**src/design/b32d_pkg.sv**
```systemverilog
// ----------------------------------------------------------------------------
// b32d_pkg
// Shared types, constants and the character classifier for the base32
// stream decoder.
// ----------------------------------------------------------------------------
package b32d_pkg;

  localparam int unsigned ClsDepthDef = 2;
  localparam int unsigned OutDepthDef = 4;

  localparam int unsigned BufW = 12;
  localparam int unsigned CntW = 4;

  localparam logic [7:0] PadChar   = 8'h3D;
  localparam logic [7:0] CodeA     = 8'h41;
  localparam logic [7:0] CodeZ     = 8'h5A;
  localparam logic [7:0] Code2     = 8'h32;
  localparam logic [7:0] Code7     = 8'h37;
  localparam logic [4:0] DigitBase = 5'd26;

  // Classified character as handed from front to back
  typedef struct packed {
    logic [4:0] sym;
    logic       is_pad;
    logic       is_bad;
    logic       last;
  } cls_t;

  // One result item
  typedef struct packed {
    logic [7:0] out_byte;
    logic       is_end;
    logic       bad_input;
  } res_t;

  function automatic cls_t classify(input logic [7:0] ch, input logic last);
    cls_t c;
    c.sym    = 5'd0;
    c.is_pad = (ch == PadChar);
    c.is_bad = 1'b0;
    c.last   = last;
    if (ch >= CodeA && ch <= CodeZ) begin
      c.sym = 5'(ch - CodeA);
    end else if (ch >= Code2 && ch <= Code7) begin
      c.sym = DigitBase + 5'(ch - Code2);
    end else begin
      c.is_bad = !c.is_pad;
    end
    return c;
  endfunction

  function automatic logic [BufW-1:0] low_mask(input logic [CntW-1:0] n);
    return (BufW'(1) << n) - BufW'(1);
  endfunction

endpackage

```
**src/design/b32d_front.sv**
```systemverilog
// ----------------------------------------------------------------------------
// b32d_front
// Accepts characters, classifies them and holds them in a short queue
// until the back end takes them.
// ----------------------------------------------------------------------------
module b32d_front import b32d_pkg::*; #(
  parameter int unsigned Depth = ClsDepthDef
) (
  input  logic       clk_i,
  input  logic       rst_ni,
  input  logic       push,
  input  logic [7:0] char_code_i,
  input  logic       msg_last_i,
  output logic       full,
  input  logic       take_i,
  output logic       avail_o,
  output cls_t       item_o
);

  localparam int unsigned PtrW = (Depth > 1) ? $clog2(Depth) : 1;
  localparam int unsigned CntQW = $clog2(Depth + 1);

  cls_t              mem_q [Depth];
  logic [PtrW-1:0]   wptr_q, wptr_d, rptr_q, rptr_d;
  logic [CntQW-1:0]  count_q, count_d;
  logic              do_push, do_pop;

  assign full    = (count_q == CntQW'(Depth));
  assign avail_o = (count_q != '0);
  assign item_o  = mem_q[rptr_q];

  assign do_push = push && !full;
  assign do_pop  = take_i && avail_o;

  always_comb begin
    wptr_d  = wptr_q;
    rptr_d  = rptr_q;
    count_d = count_q;
    if (do_push) begin
      wptr_d = (wptr_q == PtrW'(Depth - 1)) ? '0 : wptr_q + 1'b1;
    end
    if (do_pop) begin
      rptr_d = (rptr_q == PtrW'(Depth - 1)) ? '0 : rptr_q + 1'b1;
    end
    if (do_push && !do_pop) begin
      count_d = count_q + 1'b1;
    end else if (!do_push && do_pop) begin
      count_d = count_q - 1'b1;
    end
  end

  always_ff @(posedge clk_i or negedge rst_ni) begin
    if (!rst_ni) begin
      wptr_q  <= '0;
      rptr_q  <= '0;
      count_q <= '0;
    end else begin
      wptr_q  <= wptr_d;
      rptr_q  <= rptr_d;
      count_q <= count_d;
    end
  end

  always_ff @(posedge clk_i) begin
    if (do_push) begin
      mem_q[wptr_q] <= classify(char_code_i, msg_last_i);
    end
  end

endmodule

```
**src/design/b32d_back.sv**
```systemverilog
// ----------------------------------------------------------------------------
// b32d_back
// Decoder state: packs 5-bit symbols, emits bytes, runs the padding and
// end-of-message checks and produces up to two results per character.
// ----------------------------------------------------------------------------
module b32d_back import b32d_pkg::*; (
  input  logic       clk_i,
  input  logic       rst_ni,
  input  logic       avail_i,
  input  cls_t       item_i,
  input  logic       room_i,
  output logic       take_o,
  output logic [1:0] wr_n_o,
  output res_t       res0_o,
  output res_t       res1_o
);

  logic [BufW-1:0] buf_q, buf_d, buf_sum;
  logic [CntW-1:0] cnt_q, cnt_d, cnt_sum, sh;
  logic [2:0]      dc_q, dc_d;
  logic            inpad_q, inpad_d;
  logic [CntW-1:0] padcnt_q, padcnt_d;
  logic            err_q, err_d, err_end;
  logic            emit_byte;
  logic [7:0]      byte_val;
  logic [2:0]      rem;
  res_t            byte_res, end_res;

  assign take_o  = avail_i && room_i;
  assign buf_sum = {buf_q[BufW-6:0], item_i.sym};
  assign cnt_sum = cnt_q + CntW'(5);
  assign sh      = cnt_sum - CntW'(8);

  always_comb begin
    buf_d     = buf_q;
    cnt_d     = cnt_q;
    dc_d      = dc_q;
    inpad_d   = inpad_q;
    padcnt_d  = padcnt_q;
    err_d     = err_q;
    emit_byte = 1'b0;
    byte_val  = 8'(buf_sum >> sh);
    if (inpad_q) begin
      if (!item_i.is_pad) begin
        err_d = 1'b1;
      end else if (padcnt_q < CntW'(8)) begin
        padcnt_d = padcnt_q + 1'b1;
      end
    end else if (item_i.is_pad) begin
      inpad_d  = 1'b1;
      padcnt_d = CntW'(1);
    end else begin
      dc_d = dc_q + 1'b1;
      if (item_i.is_bad) begin
        err_d = 1'b1;
      end else if (cnt_sum >= CntW'(8)) begin
        cnt_d     = sh;
        buf_d     = buf_sum & low_mask(sh);
        emit_byte = !err_q;
      end else begin
        cnt_d = cnt_sum;
        buf_d = buf_sum;
      end
    end

    // end-of-message checks on the updated state
    rem     = dc_d;
    err_end = err_d
            || (rem == 3'd1) || (rem == 3'd3) || (rem == 3'd6)
            || (inpad_d && ((rem == 3'd0) || (padcnt_d != (CntW'(8) - CntW'(rem)))))
            || ((cnt_d != '0) && ((buf_d & low_mask(cnt_d)) != '0));
  end

  always_comb begin
    byte_res.out_byte  = byte_val;
    byte_res.is_end    = 1'b0;
    byte_res.bad_input = 1'b0;
    end_res.out_byte   = 8'd0;
    end_res.is_end     = 1'b1;
    end_res.bad_input  = err_end;
    res0_o = emit_byte ? byte_res : end_res;
    res1_o = end_res;
    wr_n_o = 2'd0;
    if (take_o) begin
      wr_n_o = 2'(emit_byte) + 2'(item_i.last);
    end
  end

  always_ff @(posedge clk_i or negedge rst_ni) begin
    if (!rst_ni) begin
      buf_q    <= '0;
      cnt_q    <= '0;
      dc_q     <= '0;
      inpad_q  <= 1'b0;
      padcnt_q <= '0;
      err_q    <= 1'b0;
    end else if (take_o) begin
      if (item_i.last) begin
        buf_q    <= '0;
        cnt_q    <= '0;
        dc_q     <= '0;
        inpad_q  <= 1'b0;
        padcnt_q <= '0;
        err_q    <= 1'b0;
      end else begin
        buf_q    <= buf_d;
        cnt_q    <= cnt_d;
        dc_q     <= dc_d;
        inpad_q  <= inpad_d;
        padcnt_q <= padcnt_d;
        err_q    <= err_d;
      end
    end
  end

endmodule

```
**src/design/b32d_outq.sv**
```systemverilog
// ----------------------------------------------------------------------------
// b32d_outq
// Result queue: takes up to two results per cycle, hands out the oldest.
// ----------------------------------------------------------------------------
module b32d_outq import b32d_pkg::*; #(
  parameter int unsigned Depth = OutDepthDef
) (
  input  logic       clk_i,
  input  logic       rst_ni,
  input  logic [1:0] wr_n_i,
  input  res_t       res0_i,
  input  res_t       res1_i,
  output logic       room_o,
  output logic       empty,
  input  logic       pop,
  output res_t       head_o
);

  localparam int unsigned PtrW = (Depth > 1) ? $clog2(Depth) : 1;
  localparam int unsigned CntQW = $clog2(Depth + 1);

  res_t             mem_q [Depth];
  logic [PtrW-1:0]  wptr_q, wptr_d, wptr_nx, rptr_q, rptr_d;
  logic [CntQW-1:0] count_q, count_d;
  logic             do_pop;

  assign empty  = (count_q == '0);
  assign room_o = (count_q <= CntQW'(Depth - 2));
  assign head_o = mem_q[rptr_q];
  assign do_pop = pop && !empty;

  assign wptr_nx = (wptr_q == PtrW'(Depth - 1)) ? '0 : wptr_q + 1'b1;

  always_comb begin
    wptr_d = wptr_q;
    rptr_d = rptr_q;
    case (wr_n_i)
      2'd1:    wptr_d = wptr_nx;
      2'd2:    wptr_d = (wptr_nx == PtrW'(Depth - 1)) ? '0 : wptr_nx + 1'b1;
      default: wptr_d = wptr_q;
    endcase
    if (do_pop) begin
      rptr_d = (rptr_q == PtrW'(Depth - 1)) ? '0 : rptr_q + 1'b1;
    end
    count_d = count_q + CntQW'(wr_n_i) - CntQW'(do_pop);
  end

  always_ff @(posedge clk_i or negedge rst_ni) begin
    if (!rst_ni) begin
      wptr_q  <= '0;
      rptr_q  <= '0;
      count_q <= '0;
    end else begin
      wptr_q  <= wptr_d;
      rptr_q  <= rptr_d;
      count_q <= count_d;
    end
  end

  always_ff @(posedge clk_i) begin
    if (wr_n_i != 2'd0) begin
      mem_q[wptr_q] <= res0_i;
    end
    if (wr_n_i == 2'd2) begin
      mem_q[wptr_nx] <= res1_i;
    end
  end

endmodule

```
**src/design/base32_strict_stream_decoder.sv**
```systemverilog
// ----------------------------------------------------------------------------
// base32_strict_stream_decoder
// Strict base32 (A-Z, 2-7, optional '=' padding) decoder, one character per
// request, queue-style handshakes on both sides.
// ----------------------------------------------------------------------------
// One character is accepted per cycle while full is low. The front end
// classifies it into a two-entry queue; the back end takes one character a
// cycle and writes its results (a decoded byte, and on the last character an
// end item carrying the error flag) into a four-entry result queue. The first
// result of a character passes from the front queue into the result queue and
// then shows on the result ports to be popped. The back end takes a character
// only while the result queue has two free slots. With results popped as they
// appear, one character is taken per cycle. Input slows only when results are
// made faster than they are popped; a character that yields both a byte and
// an end item needs two pops. Bytes of a message whose end item has bad_input
// set must be discarded.
module base32_strict_stream_decoder import b32d_pkg::*; #(
  parameter int unsigned ClsDepth = ClsDepthDef,
  parameter int unsigned OutDepth = OutDepthDef
) (
  input  logic       clk_i,
  input  logic       rst_ni,
  input  logic       push,
  output logic       full,
  input  logic [7:0] char_code_i,
  input  logic       msg_last_i,
  output logic       empty,
  input  logic       pop,
  output logic [7:0] out_byte_o,
  output logic       is_end_o,
  output logic       bad_input_o
);

  cls_t       item;
  logic       avail, take, room;
  logic [1:0] wr_n;
  res_t       res0, res1, head;

  b32d_front #(.Depth(ClsDepth)) u_front (
    .clk_i,
    .rst_ni,
    .push,
    .char_code_i,
    .msg_last_i,
    .full,
    .take_i  (take),
    .avail_o (avail),
    .item_o  (item)
  );

  b32d_back u_back (
    .clk_i,
    .rst_ni,
    .avail_i (avail),
    .item_i  (item),
    .room_i  (room),
    .take_o  (take),
    .wr_n_o  (wr_n),
    .res0_o  (res0),
    .res1_o  (res1)
  );

  b32d_outq #(.Depth(OutDepth)) u_outq (
    .clk_i,
    .rst_ni,
    .wr_n_i  (wr_n),
    .res0_i  (res0),
    .res1_i  (res1),
    .room_o  (room),
    .empty,
    .pop,
    .head_o  (head)
  );

  assign out_byte_o  = head.out_byte;
  assign is_end_o    = head.is_end;
  assign bad_input_o = head.bad_input;

endmodule

```
**config.mk**
```make
export PLATFORM = sky130hd
export DESIGN_NAME = base32_strict_stream_decoder
export DESIGN_NICKNAME = d
export VERILOG_FILES = /design/src/design/b32d_pkg.sv /design/src/design/b32d_front.sv /design/src/design/b32d_back.sv /design/src/design/b32d_outq.sv /design/src/design/base32_strict_stream_decoder.sv
export SDC_FILE = /design/constraint.sdc
export NUM_CORES = 1
export LEC_CHECK = 0
export ABC_AREA = 1
export BUFFER_PORTS_ARGS = -buffer_cell sky130_fd_sc_hd__buf_2
export CAP_MARGIN = 5
export CORE_MARGIN = 2
export CORE_UTILIZATION = 55
export CTS_BUF_LIST = sky130_fd_sc_hd__clkbuf_2
export DETAILED_ROUTE_END_ITERATION = 8
export PLACE_DENSITY = 0.77
export SYNTH_ARGS = -nofsm -noshare
export SYNTH_HDL_FRONTEND = slang
export SYNTH_SLANG_ARGS = --single-unit
```
**constraint.sdc**
```tcl
create_clock -name clk_i -period 7.75 [get_ports clk_i]
set_clock_uncertainty 0.2 [all_clocks]
set_input_delay 0.775 -clock clk_i [delete_from_list [all_inputs] [get_ports clk_i]]
set_output_delay 0.775 -clock clk_i [all_outputs]
set_load 0.1 [all_outputs]
```
==> reports/qor.txt <==
CP most frequent cell: nand2_1
Total leakage power: 2.75 nW
Min Tclk post-route: 4.38 ns
Fmax: 228 MHz
Die width: 107 um
Initial antenna violation count: 0
Fin nets: 816
PwrDens: 439 nW/um2
Count leader, synth: nand2_1
Post-synthesis sequential area ratio: 38.4%
Die height: 107 um
Remaining DRCs: 0
HP Class: primary input to asynchronous set/reset pin
Cells resized by post-CTS repair: 0
RR Endpoint: u_outq.mem_q[0][0]
Placed Cells: 894
DR vias: 5228
CTS Hold Bufs: 0
Largest net degree at the start of global routing: 37
FF-to-FF Start: u_back.cnt_q[0]
CTS buffer count: 9
Vias in the first global route: 4914
RSZ-0062 raised after global routing: false
Post-synth EDFFs: 20
Total Routing Usage GR: 25.3%
Final Max Slew Viols: 0
Core ar.: 10300 um2
HPWL after detailed placement: 10200 um
Drt total wl: 13800 um
Die area: 11400 um2
CTS tree: yes
Warnings from Yosys: 0
Initial DRC count: 428
Synth top area share: 15.6%
CP Launch Type: register
Outcome: complete, no violations
Clk sink count: 92
CTS clk-pin slew, worst paths: 0.30 ns
CP max stage delay: 0.96 ns
Netlist cell types: 48
GPL Wtd Cong: 0.951
R2R cell count: 18
Critical Path Sink Type: register
Cell row count: 37
Final Hold Fails: 0
Crit path launch: u_back.cnt_q[0]
Synthesized Nets: 805
Total grt overflow: 0
H-tree levels: 3
Post-Syn Area: 5790 um2
Slowest CP cell: dfrtp_1
Gate Count Post-Synth: 758
Worst EP arrival: 4.51 ns
Total negative slack: 0 ns
Synth async-reset ratio: 39.1%
Area growth, synth to finish: 4.88%
Root Buffer: clkbuf_2
Synth top cells by count: nand2_1 (169), o21ai_0 (93), inv_1 (66)
Syn avg cell area: 7.64 um2
Fin crit share: 56.5%
Top_reg_cell synth: dfxtp_1
Initial Util: 56.4%
Synthesis-stage register bit count: 92
Skew-Pair Late Insertion Delay: 0.55 ns
Maxcap violations: 0
Largest area contributor in the netlist: dfrtp_1
Remaining antenna violation count after routing: 0
Worst-path fanout max: 27
Layout cell share with drive strength beyond 1: 11.4%
Setup Buffers After CTS: 0
Wire per inst: 15.2 um
Clock Tree Buf Depth: 2
Top cells by area, synth: dfrtp_1 (16%), dfxtp_1 (12%), nand2_1 (11%)
Slew @ Worst Pin: 1.01 ns
Final Setup Violations: 0
Rel. slew slack: 32.6%
I/O pin cnt: 25
Reg-to-reg setup timing slack: 3.37 ns
Crit Path Category: register to register
# fillers: 927
First drt pass iteration count: 5
Critical path cell sequence: clkinv_1 -> ha_1 -> clkinv_1 -> nand2_4 -> nand2_4 -> nand2_1 -> inv_1 -> nand3_1 -> ha_1 -> nand2_2 -> nand3_1 -> nand2_1 -> nand2_1 -> nand2_1 -> nor2_2 -> nand3_2 -> nand2_2 -> a21oi_1
Antenna cells: 0
IO buf count: 24
Non-Filler Instances: 910
First-pass GRT wire length: 23200 um
DR vias/cell: 5.75
Req. time, crit path: 7.88 ns
Maximum VDD drop: 0.000328 V
[cell usage in the layout (no fill, tap or decap), drive strengths merged, types with 4 or more instances in the layout]
cell type,n
a21oi,28
a22o,4
a31oi,4
buf,25
clkbuf,9
clkinv,5
dfrtp,36
dfxtp,36
edfxtp,20
ha,33
inv,76
mux2i,5
nand2,189
nand3,70
nand4,5
nor2,69
nor3,7
o21ai,99
o21bai,5
o22ai,22
xor2,9
[final cells by class]
class | instances | area, um2 | share of cell area [%]
well taps | 136 | 170 | 2.80
repair buffers | 25 | 128 | 2.10
clock buffers | 9 | 45.0 | 0.742
multi-input cells | 566 | 3150 | 51.9
flip-flops and latches | 92 | 2220 | 36.6
inverters | 75 | 282 | 4.63
clock inverters | 7 | 77.6 | 1.28
[power breakdown]
group | internal (mW) | switching (mW)
clock | 0.0556 | 0.194
sequential | 0.626 | 0.130
combinational | 0.459 | 1.20
total | 1.14 | 1.53
[stage by stage]
stage          hold WS, ns  power [mW]  worst slack (ns)  utilization, %  instance area [um2]
2_1_floorplan        0.221        2.11              3.38               -                 5790
3_5_place_dp         0.236        2.41              3.49            57.9                 5950
4_1_cts             0.0693        2.66              3.45            59.1                 6070
5_1_grt             0.0696        2.88              3.06            59.1                 6070
3_3_place_gp         0.235        2.37              3.59            57.9                 5950
6_report            0.0859        2.67              3.37            59.1                 6070
[cells by family after synthesis]
family	Yosys count	share of synthesized area [%]
AOI/OAI and AO/OA	171	16.7
xor gates and xnor gates	12	1.81
adders and majority gates	34	7.47
buffers and inverters	100	7.24
DFF	92	38.4
muxes	5	0.864
and+or+nand+nor	344	27.5
[state kept, by name (all words and copies together), names as in the netlist]
name	cells
u_front.count_q	2
u_front.wptr_q	1
u_back.dc_q	3
u_back.padcnt_q	4
u_back.cnt_q	4
u_back.inpad_q	1
u_back.err_q	1
u_outq.mem_q	40
u_back.buf_q	12
u_front.mem_q	16
u_front.rptr_q	1
u_outq.rptr_q	2
u_outq.wptr_q	2
u_outq.count_q	3
[worst max path at each step]
stage | to | slack (ns) | cells past startpoint
floorplan | u_outq.count_q[2] | 3.38 | 9
CTS | u_outq.mem_q[0][0] | 3.45 | 18
detailed placement | u_outq.mem_q[3][0] | 3.49 | 18
global route | u_outq.mem_q[0][0] | 3.06 | 18
global placement | u_outq.mem_q[2][0] | 3.59 | 18
finish | u_outq.mem_q[0][0] | 3.37 | 18
[routing by layer]
layer / GRT usage, % / share of wire, % / vias up
met2: 41.3 / 47 / 184
met4: 8.53 / 2.8 / 0
li1: - / - / 2573
met1: 34.3 / 44 / 2436
met5: 0 / 0 / -
met3: 4.38 / 5.7 / 35
[critical path: cells and delay by family (launching register included)]
kind / cells / cell delay, ns
compound gates: 1 / 0.08
fa+ha+maj: 2 / 0.97
buf+inv: 3 / 0.93
flops: 1 / 0.96
simple gates: 12 / 1.02
Note: power is estimated with default switching activity, not from simulation.
